==> config.mk <==
export PLATFORM = sky130hd
export DESIGN_NAME = imu_gate_motion_detector_unit
export DESIGN_NICKNAME = d
export VERILOG_FILES = /design/src/sv/imu_gmd_pkg.sv /design/src/sv/imu_gmd_gyro_lane.sv /design/src/sv/imu_gmd_accel_lane.sv /design/src/sv/imu_gate_motion_detector_unit.sv
export SDC_FILE = /design/constraint.sdc
export NUM_CORES = 1
export LEC_CHECK = 0
export ABC_AREA = 1
export BUFFER_PORTS_ARGS = -buffer_cell sky130_fd_sc_hd__buf_4
export CAP_MARGIN = 20
export CORE_MARGIN = 4
export CORE_UTILIZATION = 50
export CTS_CLUSTER_SIZE = 14
export DETAILED_ROUTE_END_ITERATION = 10
export GPL_TIMING_DRIVEN = 0
export PLACE_DENSITY = 0.65
export RECOVER_POWER = 25
export SYNTH_ARGS = -nofsm -noshare
export SYNTH_HDL_FRONTEND = slang
export SYNTH_HIERARCHICAL = 1
export SYNTH_SLANG_ARGS = --single-unit
==> constraint.sdc <==
create_clock -name clk -period 6.5 [get_ports clk]
set_input_delay 1.3 -clock clk [delete_from_list [all_inputs] [get_ports clk]]
set_output_delay 1.3 -clock clk [all_outputs]
set_load 0.005 [all_outputs]
==> src/sv/imu_gmd_pkg.sv <==
package imu_gmd_pkg;

    localparam int SAMPLE_W  = 16;
    localparam int THRESH_W  = 16;
    localparam int SUM_OUT_W = 24;
    localparam int DIR_W     = 2;
    localparam int AXES      = 3;

    localparam int IN_TDATA_W  = 6 * SAMPLE_W;
    // 1 + 1 + 2 + 1 + 3 * 24 = 77 bits, padded to 80
    localparam int OUT_FIELD_W = 5 + AXES * SUM_OUT_W;
    localparam int OUT_TDATA_W = ((OUT_FIELD_W + 7) / 8) * 8;

    localparam int CFG_INDEX_W = 8;
    localparam int CFG_DATA_W  = 16;

    localparam logic [CFG_INDEX_W-1:0] REG_ACCEL_THRESHOLD = CFG_INDEX_W'(0);
    localparam logic [CFG_INDEX_W-1:0] REG_GYRO_THRESHOLD  = CFG_INDEX_W'(1);

    localparam logic [THRESH_W-1:0] ACCEL_THRESHOLD_RST = 16'd3279;
    localparam logic [THRESH_W-1:0] GYRO_THRESHOLD_RST  = 16'd571;

    localparam logic [DIR_W-1:0] DIR_STOPPED = 2'b00;
    localparam logic [DIR_W-1:0] DIR_OPENING = 2'b01;
    localparam logic [DIR_W-1:0] DIR_CLOSING = 2'b11;

    typedef struct packed {
        logic step;    // item accepted this cycle
        logic primed;  // a previous sample is held
        logic clear;   // episode ends: zero the accumulators
    } lane_ctrl_t;

endpackage

==> src/sv/imu_gmd_gyro_lane.sv <==
module imu_gmd_gyro_lane
    import imu_gmd_pkg::*;
(
    input  logic                       clk,
    input  logic                       rst_n,
    input  lane_ctrl_t                 ctrl,
    input  logic signed [SAMPLE_W-1:0] sample,
    input  logic        [THRESH_W-1:0] threshold,
    output logic                       exceed
);

    logic signed [SAMPLE_W-1:0] last_reg;
    logic signed [SAMPLE_W-1:0] last_next;
    logic signed [SAMPLE_W:0]   diff;
    logic        [SAMPLE_W:0]   magn;

    always_comb
    begin
        diff      = {last_reg[SAMPLE_W-1], last_reg} - {sample[SAMPLE_W-1], sample};
        magn      = diff[SAMPLE_W] ? (~diff + 1'b1) : diff;
        exceed    = ctrl.primed && (magn > {1'b0, threshold});
        last_next = ctrl.step ? sample : last_reg;
    end

    always_ff @(posedge clk or negedge rst_n)
    begin
        if (!rst_n)
        begin
            last_reg <= '0;
        end
        else
        begin
            last_reg <= last_next;
        end
    end

endmodule

==> src/sv/imu_gmd_accel_lane.sv <==
module imu_gmd_accel_lane
    import imu_gmd_pkg::*;
#(
    parameter int SUM_WIDTH = 24
)
(
    input  logic                        clk,
    input  logic                        rst_n,
    input  lane_ctrl_t                  ctrl,
    input  logic signed [SAMPLE_W-1:0]  sample,
    input  logic        [THRESH_W-1:0]  threshold,
    output logic                        exceed,
    output logic signed [SUM_WIDTH-1:0] sum_next
);

    localparam logic signed [SUM_WIDTH-1:0] SUM_MAX = {1'b0, {(SUM_WIDTH-1){1'b1}}};
    localparam logic signed [SUM_WIDTH-1:0] SUM_MIN = {1'b1, {(SUM_WIDTH-1){1'b0}}};

    logic signed [SAMPLE_W-1:0]  last_reg;
    logic signed [SAMPLE_W-1:0]  last_next;
    logic signed [SUM_WIDTH-1:0] sum_reg;
    logic signed [SAMPLE_W:0]    diff;
    logic        [SAMPLE_W:0]    magn;
    logic signed [SUM_WIDTH:0]   sum_ext;
    logic signed [SUM_WIDTH-1:0] sum_sat;

    always_comb
    begin
        diff    = {last_reg[SAMPLE_W-1], last_reg} - {sample[SAMPLE_W-1], sample};
        magn    = diff[SAMPLE_W] ? (~diff + 1'b1) : diff;
        exceed  = ctrl.primed && (magn > {1'b0, threshold});
        sum_ext = {sum_reg[SUM_WIDTH-1], sum_reg}
                + {{(SUM_WIDTH-SAMPLE_W){diff[SAMPLE_W]}}, diff};

        // clamp when the carry into the guard bit disagrees with the sign
        if (sum_ext[SUM_WIDTH] != sum_ext[SUM_WIDTH-1])
        begin
            sum_sat = sum_ext[SUM_WIDTH] ? SUM_MIN : SUM_MAX;
        end
        else
        begin
            sum_sat = sum_ext[SUM_WIDTH-1:0];
        end

        priority if (ctrl.clear)
        begin
            sum_next = '0;
        end
        else if (exceed)
        begin
            sum_next = sum_sat;
        end
        else
        begin
            sum_next = sum_reg;
        end

        last_next = ctrl.step ? sample : last_reg;
    end

    always_ff @(posedge clk or negedge rst_n)
    begin
        if (!rst_n)
        begin
            last_reg <= '0;
            sum_reg  <= '0;
        end
        else
        begin
            last_reg <= last_next;
            if (ctrl.step)
            begin
                sum_reg <= sum_next;
            end
        end
    end

endmodule

==> src/sv/imu_gate_motion_detector_unit.sv <==
// A result is registered and appears on the master side in the cycle after its sample is taken.
// Throughput: one sample per cycle unless a held result waits on master tready; the six
// axis lanes and the merge are combinational, so the accumulator loop closes through the sum registers.
// The slave side stalls only while a held result waits on master tready.
// Reset (rst_n, async, active low): thresholds return to 3279 / 571, the block
// is unprimed, accumulators and previous samples clear, direction is stopped.
module imu_gate_motion_detector_unit
    import imu_gmd_pkg::*;
#(
    parameter int SUM_WIDTH = 24
)
(
    input  logic                   clk,
    input  logic                   rst_n,
    input  logic                   s_axis_tvalid,
    output logic                   s_axis_tready,
    // accel_x, accel_y, accel_z, gyro_x, gyro_y, gyro_z
    input  logic [IN_TDATA_W-1:0]  s_axis_tdata,
    output logic                   m_axis_tvalid,
    input  logic                   m_axis_tready,
    // accel_motion, rotating, direction[1:0], reporting, sum_x, sum_y, sum_z, zero pad
    output logic [OUT_TDATA_W-1:0] m_axis_tdata,
    input  logic                   cfg_valid,
    output logic                   cfg_ready,
    input  logic [CFG_INDEX_W-1:0] cfg_index,
    input  logic [CFG_DATA_W-1:0]  cfg_data
);

    logic                 in_accept;
    lane_ctrl_t           ctrl;
    logic [AXES-1:0]      accel_hit;
    logic [AXES-1:0]      gyro_hit;
    logic                 motion;
    logic                 rot;

    logic signed [SUM_WIDTH-1:0] sum_next [AXES];
    logic        [SUM_OUT_W-1:0] sum_out  [AXES];

    logic [THRESH_W-1:0]  accel_thr_reg;
    logic [THRESH_W-1:0]  gyro_thr_reg;
    logic                 primed_reg;
    logic                 episode_reg;
    logic                 episode_next;
    logic [DIR_W-1:0]     dir_reg;
    logic [DIR_W-1:0]     dir_next;

    logic                   out_valid_reg;
    logic [OUT_TDATA_W-1:0] out_data_reg;
    logic [OUT_TDATA_W-1:0] out_data_next;

    assign s_axis_tready = !out_valid_reg || m_axis_tready;
    assign in_accept     = s_axis_tvalid && s_axis_tready;
    assign cfg_ready     = 1'b1;
    assign m_axis_tvalid = out_valid_reg;
    assign m_axis_tdata  = out_data_reg;

    assign rot          = |gyro_hit;
    assign motion       = |accel_hit;
    assign ctrl.step    = in_accept;
    assign ctrl.primed  = primed_reg;
    assign ctrl.clear   = primed_reg && !rot && episode_reg;

    for (genvar i = 0; i < AXES; i++)
    begin : g_lane
        imu_gmd_accel_lane #(
            .SUM_WIDTH (SUM_WIDTH)
        ) u_accel (
            .clk       (clk),
            .rst_n     (rst_n),
            .ctrl      (ctrl),
            .sample    (s_axis_tdata[i*SAMPLE_W +: SAMPLE_W]),
            .threshold (accel_thr_reg),
            .exceed    (accel_hit[i]),
            .sum_next  (sum_next[i])
        );

        imu_gmd_gyro_lane u_gyro (
            .clk       (clk),
            .rst_n     (rst_n),
            .ctrl      (ctrl),
            .sample    (s_axis_tdata[(AXES+i)*SAMPLE_W +: SAMPLE_W]),
            .threshold (gyro_thr_reg),
            .exceed    (gyro_hit[i])
        );

        if (SUM_WIDTH >= SUM_OUT_W)
        begin : g_trunc
            assign sum_out[i] = sum_next[i][SUM_OUT_W-1:0];
        end
        else
        begin : g_sext
            assign sum_out[i] = {{(SUM_OUT_W-SUM_WIDTH){sum_next[i][SUM_WIDTH-1]}},
                                 sum_next[i]};
        end
    end

    // merge: episode tracking, direction from the X accumulator and the output word
    always_comb
    begin
        episode_next = episode_reg;
        dir_next     = dir_reg;
        if (primed_reg)
        begin
            if (rot)
            begin
                episode_next = 1'b1;
                priority if (sum_next[0] > 0)
                begin
                    dir_next = DIR_OPENING;
                end
                else if (sum_next[0] < 0)
                begin
                    dir_next = DIR_CLOSING;
                end
                else
                begin
                    dir_next = DIR_STOPPED;
                end
            end
            else
            begin
                episode_next = 1'b0;
            end
        end

        out_data_next = '0;
        out_data_next[0]   = motion;
        out_data_next[1]   = rot;
        out_data_next[3:2] = dir_next;
        out_data_next[4]   = episode_next;
        for (int i = 0; i < AXES; i++)
        begin
            out_data_next[5 + i*SUM_OUT_W +: SUM_OUT_W] = sum_out[i];
        end
    end

    always_ff @(posedge clk or negedge rst_n)
    begin
        if (!rst_n)
        begin
            accel_thr_reg <= ACCEL_THRESHOLD_RST;
            gyro_thr_reg  <= GYRO_THRESHOLD_RST;
        end
        else if (cfg_valid && cfg_ready)
        begin
            // drop writes to unknown indexes
            if (cfg_index == REG_ACCEL_THRESHOLD)
            begin
                accel_thr_reg <= cfg_data;
            end
            else if (cfg_index == REG_GYRO_THRESHOLD)
            begin
                gyro_thr_reg <= cfg_data;
            end
        end
    end

    always_ff @(posedge clk or negedge rst_n)
    begin
        if (!rst_n)
        begin
            primed_reg    <= 1'b0;
            episode_reg   <= 1'b0;
            dir_reg       <= DIR_STOPPED;
            out_valid_reg <= 1'b0;
        end
        else
        begin
            if (in_accept)
            begin
                primed_reg  <= 1'b1;
                episode_reg <= episode_next;
                dir_reg     <= dir_next;
            end
            if (in_accept)
            begin
                out_valid_reg <= 1'b1;
            end
            else if (m_axis_tready)
            begin
                out_valid_reg <= 1'b0;
            end
        end
    end

    always_ff @(posedge clk)
    begin
        if (in_accept)
        begin
            out_data_reg <= out_data_next;
        end
    end

`ifndef NO_ASSERTIONS
    a_no_episode_unprimed: assert property (@(posedge clk) disable iff (!rst_n)
        !primed_reg |-> !episode_reg)
        else $error("episode active before first sample");

    a_priming_quiet: assert property (@(posedge clk) disable iff (!rst_n)
        (in_accept && !primed_reg) |=> (!m_axis_tdata[0] && !m_axis_tdata[1]))
        else $error("priming transaction flagged motion");

    a_rotating_reports: assert property (@(posedge clk) disable iff (!rst_n)
        (m_axis_tvalid && m_axis_tdata[1]) |-> m_axis_tdata[4])
        else $error("rotating without an active episode");

    a_clear_zeroes_sums: assert property (@(posedge clk) disable iff (!rst_n)
        (in_accept && ctrl.clear) |=> (m_axis_tdata[5 +: AXES*SUM_OUT_W] == '0))
        else $error("accumulators not cleared at episode end");
`endif

endmodule

# Word level (Yosys, flattened, before mapping)
# Cells that the tools add are included.
dict set report word_totals {
  out_inout_bits 83
  input_bits 125
  reg_bits 282
  wordCells 94
}
dict set report op_classes {
  reduce_logical 18
  order_cmp 8
  mux 26
  n_bitwise 7
  add_sub_neg 15
  eq_ne 4
}
# cell count
set ops {}
lappend ops {{$mux 24} 12}
lappend ops {{$add 17x1->17 const B} 6}
lappend ops {{$gt 17x16->1} 6}
lappend ops {{$mux 17} 6}
lappend ops {{$not 17->17} 6}
lappend ops {{$sub 16x16->17} 6}
lappend ops {{$add 24x17->25} 3}
lappend ops {{$gt 24x1->1 const B} 1}
lappend ops {{$lt 24x1->1 const B} 1}
lappend ops {{$logic_and 1x1->1} 9}
lappend ops {{$eq 8x1->1 const B} 1}
lappend ops {{$logic_not 8->1} 1}
lappend ops {{$mux 2} 4}
lappend ops {{$reduce_or 3->1} 2}
lappend ops {{$mux 1} 4}
lappend ops {{$ne 1x1->1} 3}
lappend ops {{$reduce_and 3->1} 1}
lappend ops {{$logic_not 1->1} 2}
lappend ops {{$reduce_and 2->1} 1}
lappend ops {{$reduce_bool 2->1} 1}
lappend ops {{$logic_or 1x1->1} 1}
lappend ops {{$not 1->1} 1}

# Logic depth before layout (Yosys ltp)
dict set report depth {
  ltp_word 16
  ltp_mapped 46
  mapped_depth_nobuf 45
}

# By module
# Netlist, hierarchy kept.
# module n_inst cells_per_inst seq_area_each_um2 area_each_um2
set modules_own_cells {}
lappend modules_own_cells {{imu_gmd_accel_lane at g_lane[1].u_accel ...} 2 891 1001.0 5375.2}
lappend modules_own_cells {{imu_gmd_accel_lane at g_lane[0].u_accel} 1 974 1001.0 5858.1}
lappend modules_own_cells {imu_gate_motion_detector_unit 1 287 3255.6 4046.4}
lappend modules_own_cells {{imu_gmd_gyro_lane at g_lane[2].u_gyro} 1 446 400.4 2638.8}
lappend modules_own_cells {{imu_gmd_gyro_lane at g_lane[1].u_gyro} 1 442 400.4 2572.5}
lappend modules_own_cells {{imu_gmd_gyro_lane at g_lane[0].u_gyro} 1 436 400.4 2512.4}

# Least setup slack after synthesis
# Ideal clock, no wire load.
dict set report synth_path {
  kind {input port to flip-flop}
  start {input port s_axis_tdata[80]}
  end {register out_data_reg[2] (netlist: m_axis_tdata[2]) (data pin)}
  path_buffers 1
  setup_ps 264
  slack_ps 195
  required_ps 6236
  cell_stages 39
  arrival_time_ps 6041
  cell_sequence {ha_1 -> fa_1 -> inv_1 -> nand2_1 -> nand2_2 -> nand3_2 -> nand2_2 -> nand3_2 -> nand2_1 -> nand2_2 -> nand2_4 -> inv_2 -> buf_6 -> nand2_2 -> xor2_1 -> inv_1 -> ha_1 -> a21o_1 -> [3 not listed] -> nand2_1 -> nand2_1 -> nand2_1 -> nand2_1 -> nand2_1 -> nand2_1 -> nand2_1 -> nor2_1 -> nand2_1 -> nor3_1 -> inv_1 -> and3_1 -> inv_1 -> nand2_1 -> nor2_1 -> nand2_1 -> nor2_1 -> a21boi_0}
}
# element line_no
set synth_lines {}
lappend synth_lines {{start, declared} imu_gate_motion_detector_unit.sv:18} ;# input logic [IN_TDATA_W-1:0] s_axis_tdata,
lappend synth_lines {{end signal, assigned} imu_gate_motion_detector_unit.sv:190} ;# out_data_reg <= out_data_next;
lappend synth_lines {{end, declared} imu_gate_motion_detector_unit.sv:48} ;# logic [OUT_TDATA_W-1:0] out_data_reg;

==> flow_metrics.env <==
export IMPL_numCtsBuffers=36
export IMPL_crit_path_max_fanout=10
export IMPL_final_common_cell="nand2_1"
export IMPL_ys_ff_latch=282
export IMPL_antenna_left=0
export IMPL_drt_iter0_drc=1806
export IMPL_rsz0062_at_grt="false"
export IMPL_p_int_w=0.00795
export IMPL_cts_root_buffer="clkbuf_16"
export IMPL_ys_seq_area_share_pct=26.3
export IMPL_portBuffers=203
export IMPL_cap_violations=1
export IMPL_layout_drive_gt1_share_pct=10.6
export IMPL_skew_ns=0.0274
export IMPL_synth_cell_types=54
export IMPL_antenna_found_initial=3
export IMPL_netlist_area_um2=28400
export IMPL_p_total_w=0.0163
export IMPL_postPlaceCellArea_um2=31000
export IMPL_routed_wl_um=80000
export IMPL_io_pins=208
export IMPL_core_um2=56300
export IMPL_syn_instance_count=4367
export IMPL_grt_pass1_wl_um=130000
export IMPL_required_ns=6.77
export IMPL_crit_family="simple AND/OR/NAND/NOR gates"
export IMPL_slew_limit_headroom_pct=-94.2
export IMPL_worst_pin_slew_ns=2.91
export IMPL_hpwl_um=64400
export IMPL_max_freq_ghz=0.168
export IMPL_swShare_pct=51.2
export IMPL_stdcell_area_um2=32100
export IMPL_largest_reg_flops=77
export IMPL_grt_ovfl_total=0
export IMPL_grt_pass1_vias=25900
export IMPL_layout_common_cells="nand2_1 (1335), inv_1 (729), nor2_1 (370)"
export IMPL_worstHoldPathType="reg -> reg"
export IMPL_cpPeakStageDelay_ns=0.44
export IMPL_switchingPower_w=0.00833
export IMPL_clk_transition_reported_paths_ns=0.06
export IMPL_post_route_util_pct=57.1
export IMPL_wl_per_cell_um=14.8
export IMPL_row_count=87
export IMPL_ir_drop_mv=0.362
export IMPL_hold_violations=0
export IMPL_cts_buffer_depth=3
export IMPL_worstSkewPairLatency_ns=0.56
export IMPL_cp_data_arrival_time_ns=6.21
export IMPL_violations="capacitance limit, slew limit"
export IMPL_h_tree_depth=2
export IMPL_vias=27600
export IMPL_floorplan_initialDensity_pct=50.4
export IMPL_setup_viol=0
export IMPL_cp_end_kind="flip-flop"
export IMPL_globalplace_congestion=0.949
export IMPL_groute_usage_overall_pct=26.2
export IMPL_yosys_warnings=6
export IMPL_clock_sinks=282
export IMPL_pwr_share_clk_pct=11.9
export IMPL_slew_violations=107
export IMPL_nets=5022
export IMPL_r2r_slack_ns=1.07
export IMPL_via_per_inst=5.11
export IMPL_drc=0
export IMPL_critPathBufInv=10
export IMPL_seq_power_share_pct=19.1
export IMPL_syn_to_final_growth_pct=13.2
export IMPL_p_per_area_nw_per_um2=507
export IMPL_pwr_share_comb_pct=69.0
export IMPL_fp_dieArea_um2=60600
export IMPL_grt_max_degree=108
export IMPL_total_leakage_power_nw=17.5
export IMPL_cp_slowest_cell="clkbuf_1"
export IMPL_critPathKind="in -> reg"
export IMPL_crit_top_cell="nand2_1"
export IMPL_critPathLaunchType="primary input"
export IMPL_drt_pass1_iter_count=6
export IMPL_tritoncts="done"
export IMPL_fp_dieW_um=246
export IMPL_synth_avg_cell_area_um2=6.50
export IMPL_period_needed_ns=5.94
export IMPL_finalCritPeriodShare_pct=91.4
export IMPL_die_y_um=246
export IMPL_status="complete, but fails checks"
-- through the flow --
| stage | setup slack (ns) | instances | hold slack [ns] | TNS [ns] |
|---|---|---|---|---|
| after global placement | -2.94 | 5328 | 0.466 | -324.57 |
| final | 0.558 | 5402 | 0.479 | 0 |
| after CTS | 0.399 | 5397 | 0.482 | 0 |
| after global routing | 0.00935 | 5400 | 0.510 | 0 |
| after detailed placement | -0.159 | 5333 | 0.466 | -0.253 |
| after floorplan | 0.195 | 4369 | 0.449 | 0 |
-- path summary, 6_finish.rpt --
check	depth (start not counted)	endpoint	start
max	40	m_axis_tdata[57]$_DFFE_PP_	s_axis_tdata[48]
min	2	dir_reg[0]$_DFFE_PN0P_	dir_reg[0]$_DFFE_PN0P_
max reg2reg	40	m_axis_tdata[57]$_DFFE_PP_	g_lane[0].u_gyro/last_reg[0]$_DFFE_PN0P_
min reg2reg	2	dir_reg[0]$_DFFE_PN0P_	dir_reg[0]$_DFFE_PN0P_
max in group asynchronous	2	g_lane[2].u_accel/sum_reg[13]$_DFFE_PN0P_	rst_n
min in group asynchronous	2	g_lane[0].u_accel/sum_reg[18]$_DFFE_PN0P_	rst_n
-- timing repair --
action | in CTS | in global routing
hold endpoints to repair | 0 | 0
setup endpoints to repair | 0 | 2
gates resized for setup | 0 | 9
buffers inserted | 0 | 3
hold buffers | 0 | 0
-- per-layer routing --
metal	vias up	track usage, %	part of all wire [%]
met5	-	0	0.034
met4	4	6.11	2.2
met3	98	3.75	5.5
met2	571	42.3	44
met1	12500	37.4	48
li1	14400	-	-
-- synthesized netlist by cell type (all sizes together) --
cell type	count	area (um2)
clkbuf	47	176
and2	15	93.8
a31oi	10	62.6
fa	9	180
nand4	126	788
dfstp	14	368
or3	1	6.26
a21boi	3	22.5
buf	47	324
nor3	29	155
clkinv	3	11.3
o21a	5	37.5
a21oi	241	1220
inv	744	2790
dfrtp	191	4780
xor2	108	976
xnor2	31	272
nand2b	2	12.5
o31a	3	26.3
conb	2	7.51
a21o	7	52.6
o211ai	3	22.5
ha	270	3380
nand3b	16	124
and3	3	18.8
nor3b	1	7.51
nor2	392	1540
edfxtp	77	2310
nand2	1443	5810
o21bai	12	90.1
a211oi	2	15.0
o21ai	211	1120
nand3	287	1500
or2	2	12.5
nor4	10	62.6
-- tightest hold or removal path: stages, from the launching register on --
cell and delay, ns:
dfrtp_1 0.34, nand2_1 0.05, nand2_1 0.05
-- logic make-up (layout without fill, tap and decap cells) --
logic type                 Yosys count  count (layout)  share of synthesized area [%]
adders and majority gates          279             279                           12.5
DFF                                282             282                           26.3
xor gates and xnor gates           139             139                           4.40
AOI/OAI and AO/OA                  497             497                           9.38
buffers and inverters              841            1116                           11.6
other                                2               6                         0.0265
and+or+nand+nor                   2327            2327                           35.7
-- final cells by class --
| type | count | area (um2) |
|---|---|---|
| Fill cell | 5772 | 24200 |
| Multi-Input combinational cell | 3246 | 17600 |
| Tap cell | 756 | 946 |
| Antenna cell | 2 | 5.00 |
| Sequential cell | 282 | 7460 |
| Clock inverter | 10 | 75.1 |
| Buffer | 94 | 505 |
| Clock buffer | 54 | 1040 |
| Inverter | 747 | 2810 |
| Timing Repair Buffer | 211 | 1630 |
-- power groups by stage --
stage | logic, W | registers [W] | clock network, W
after floorplan | 0.00831 | 0.00301 | 0
after global placement | 0.0110 | 0.00314 | 0
after detailed placement | 0.0111 | 0.00313 | 0
after CTS | 0.0112 | 0.00311 | 0.00199
after global routing | 0.0129 | 0.00318 | 0.00205
final | 0.0112 | 0.00311 | 0.00193
Note: power is estimated with default switching activity, not from simulation.
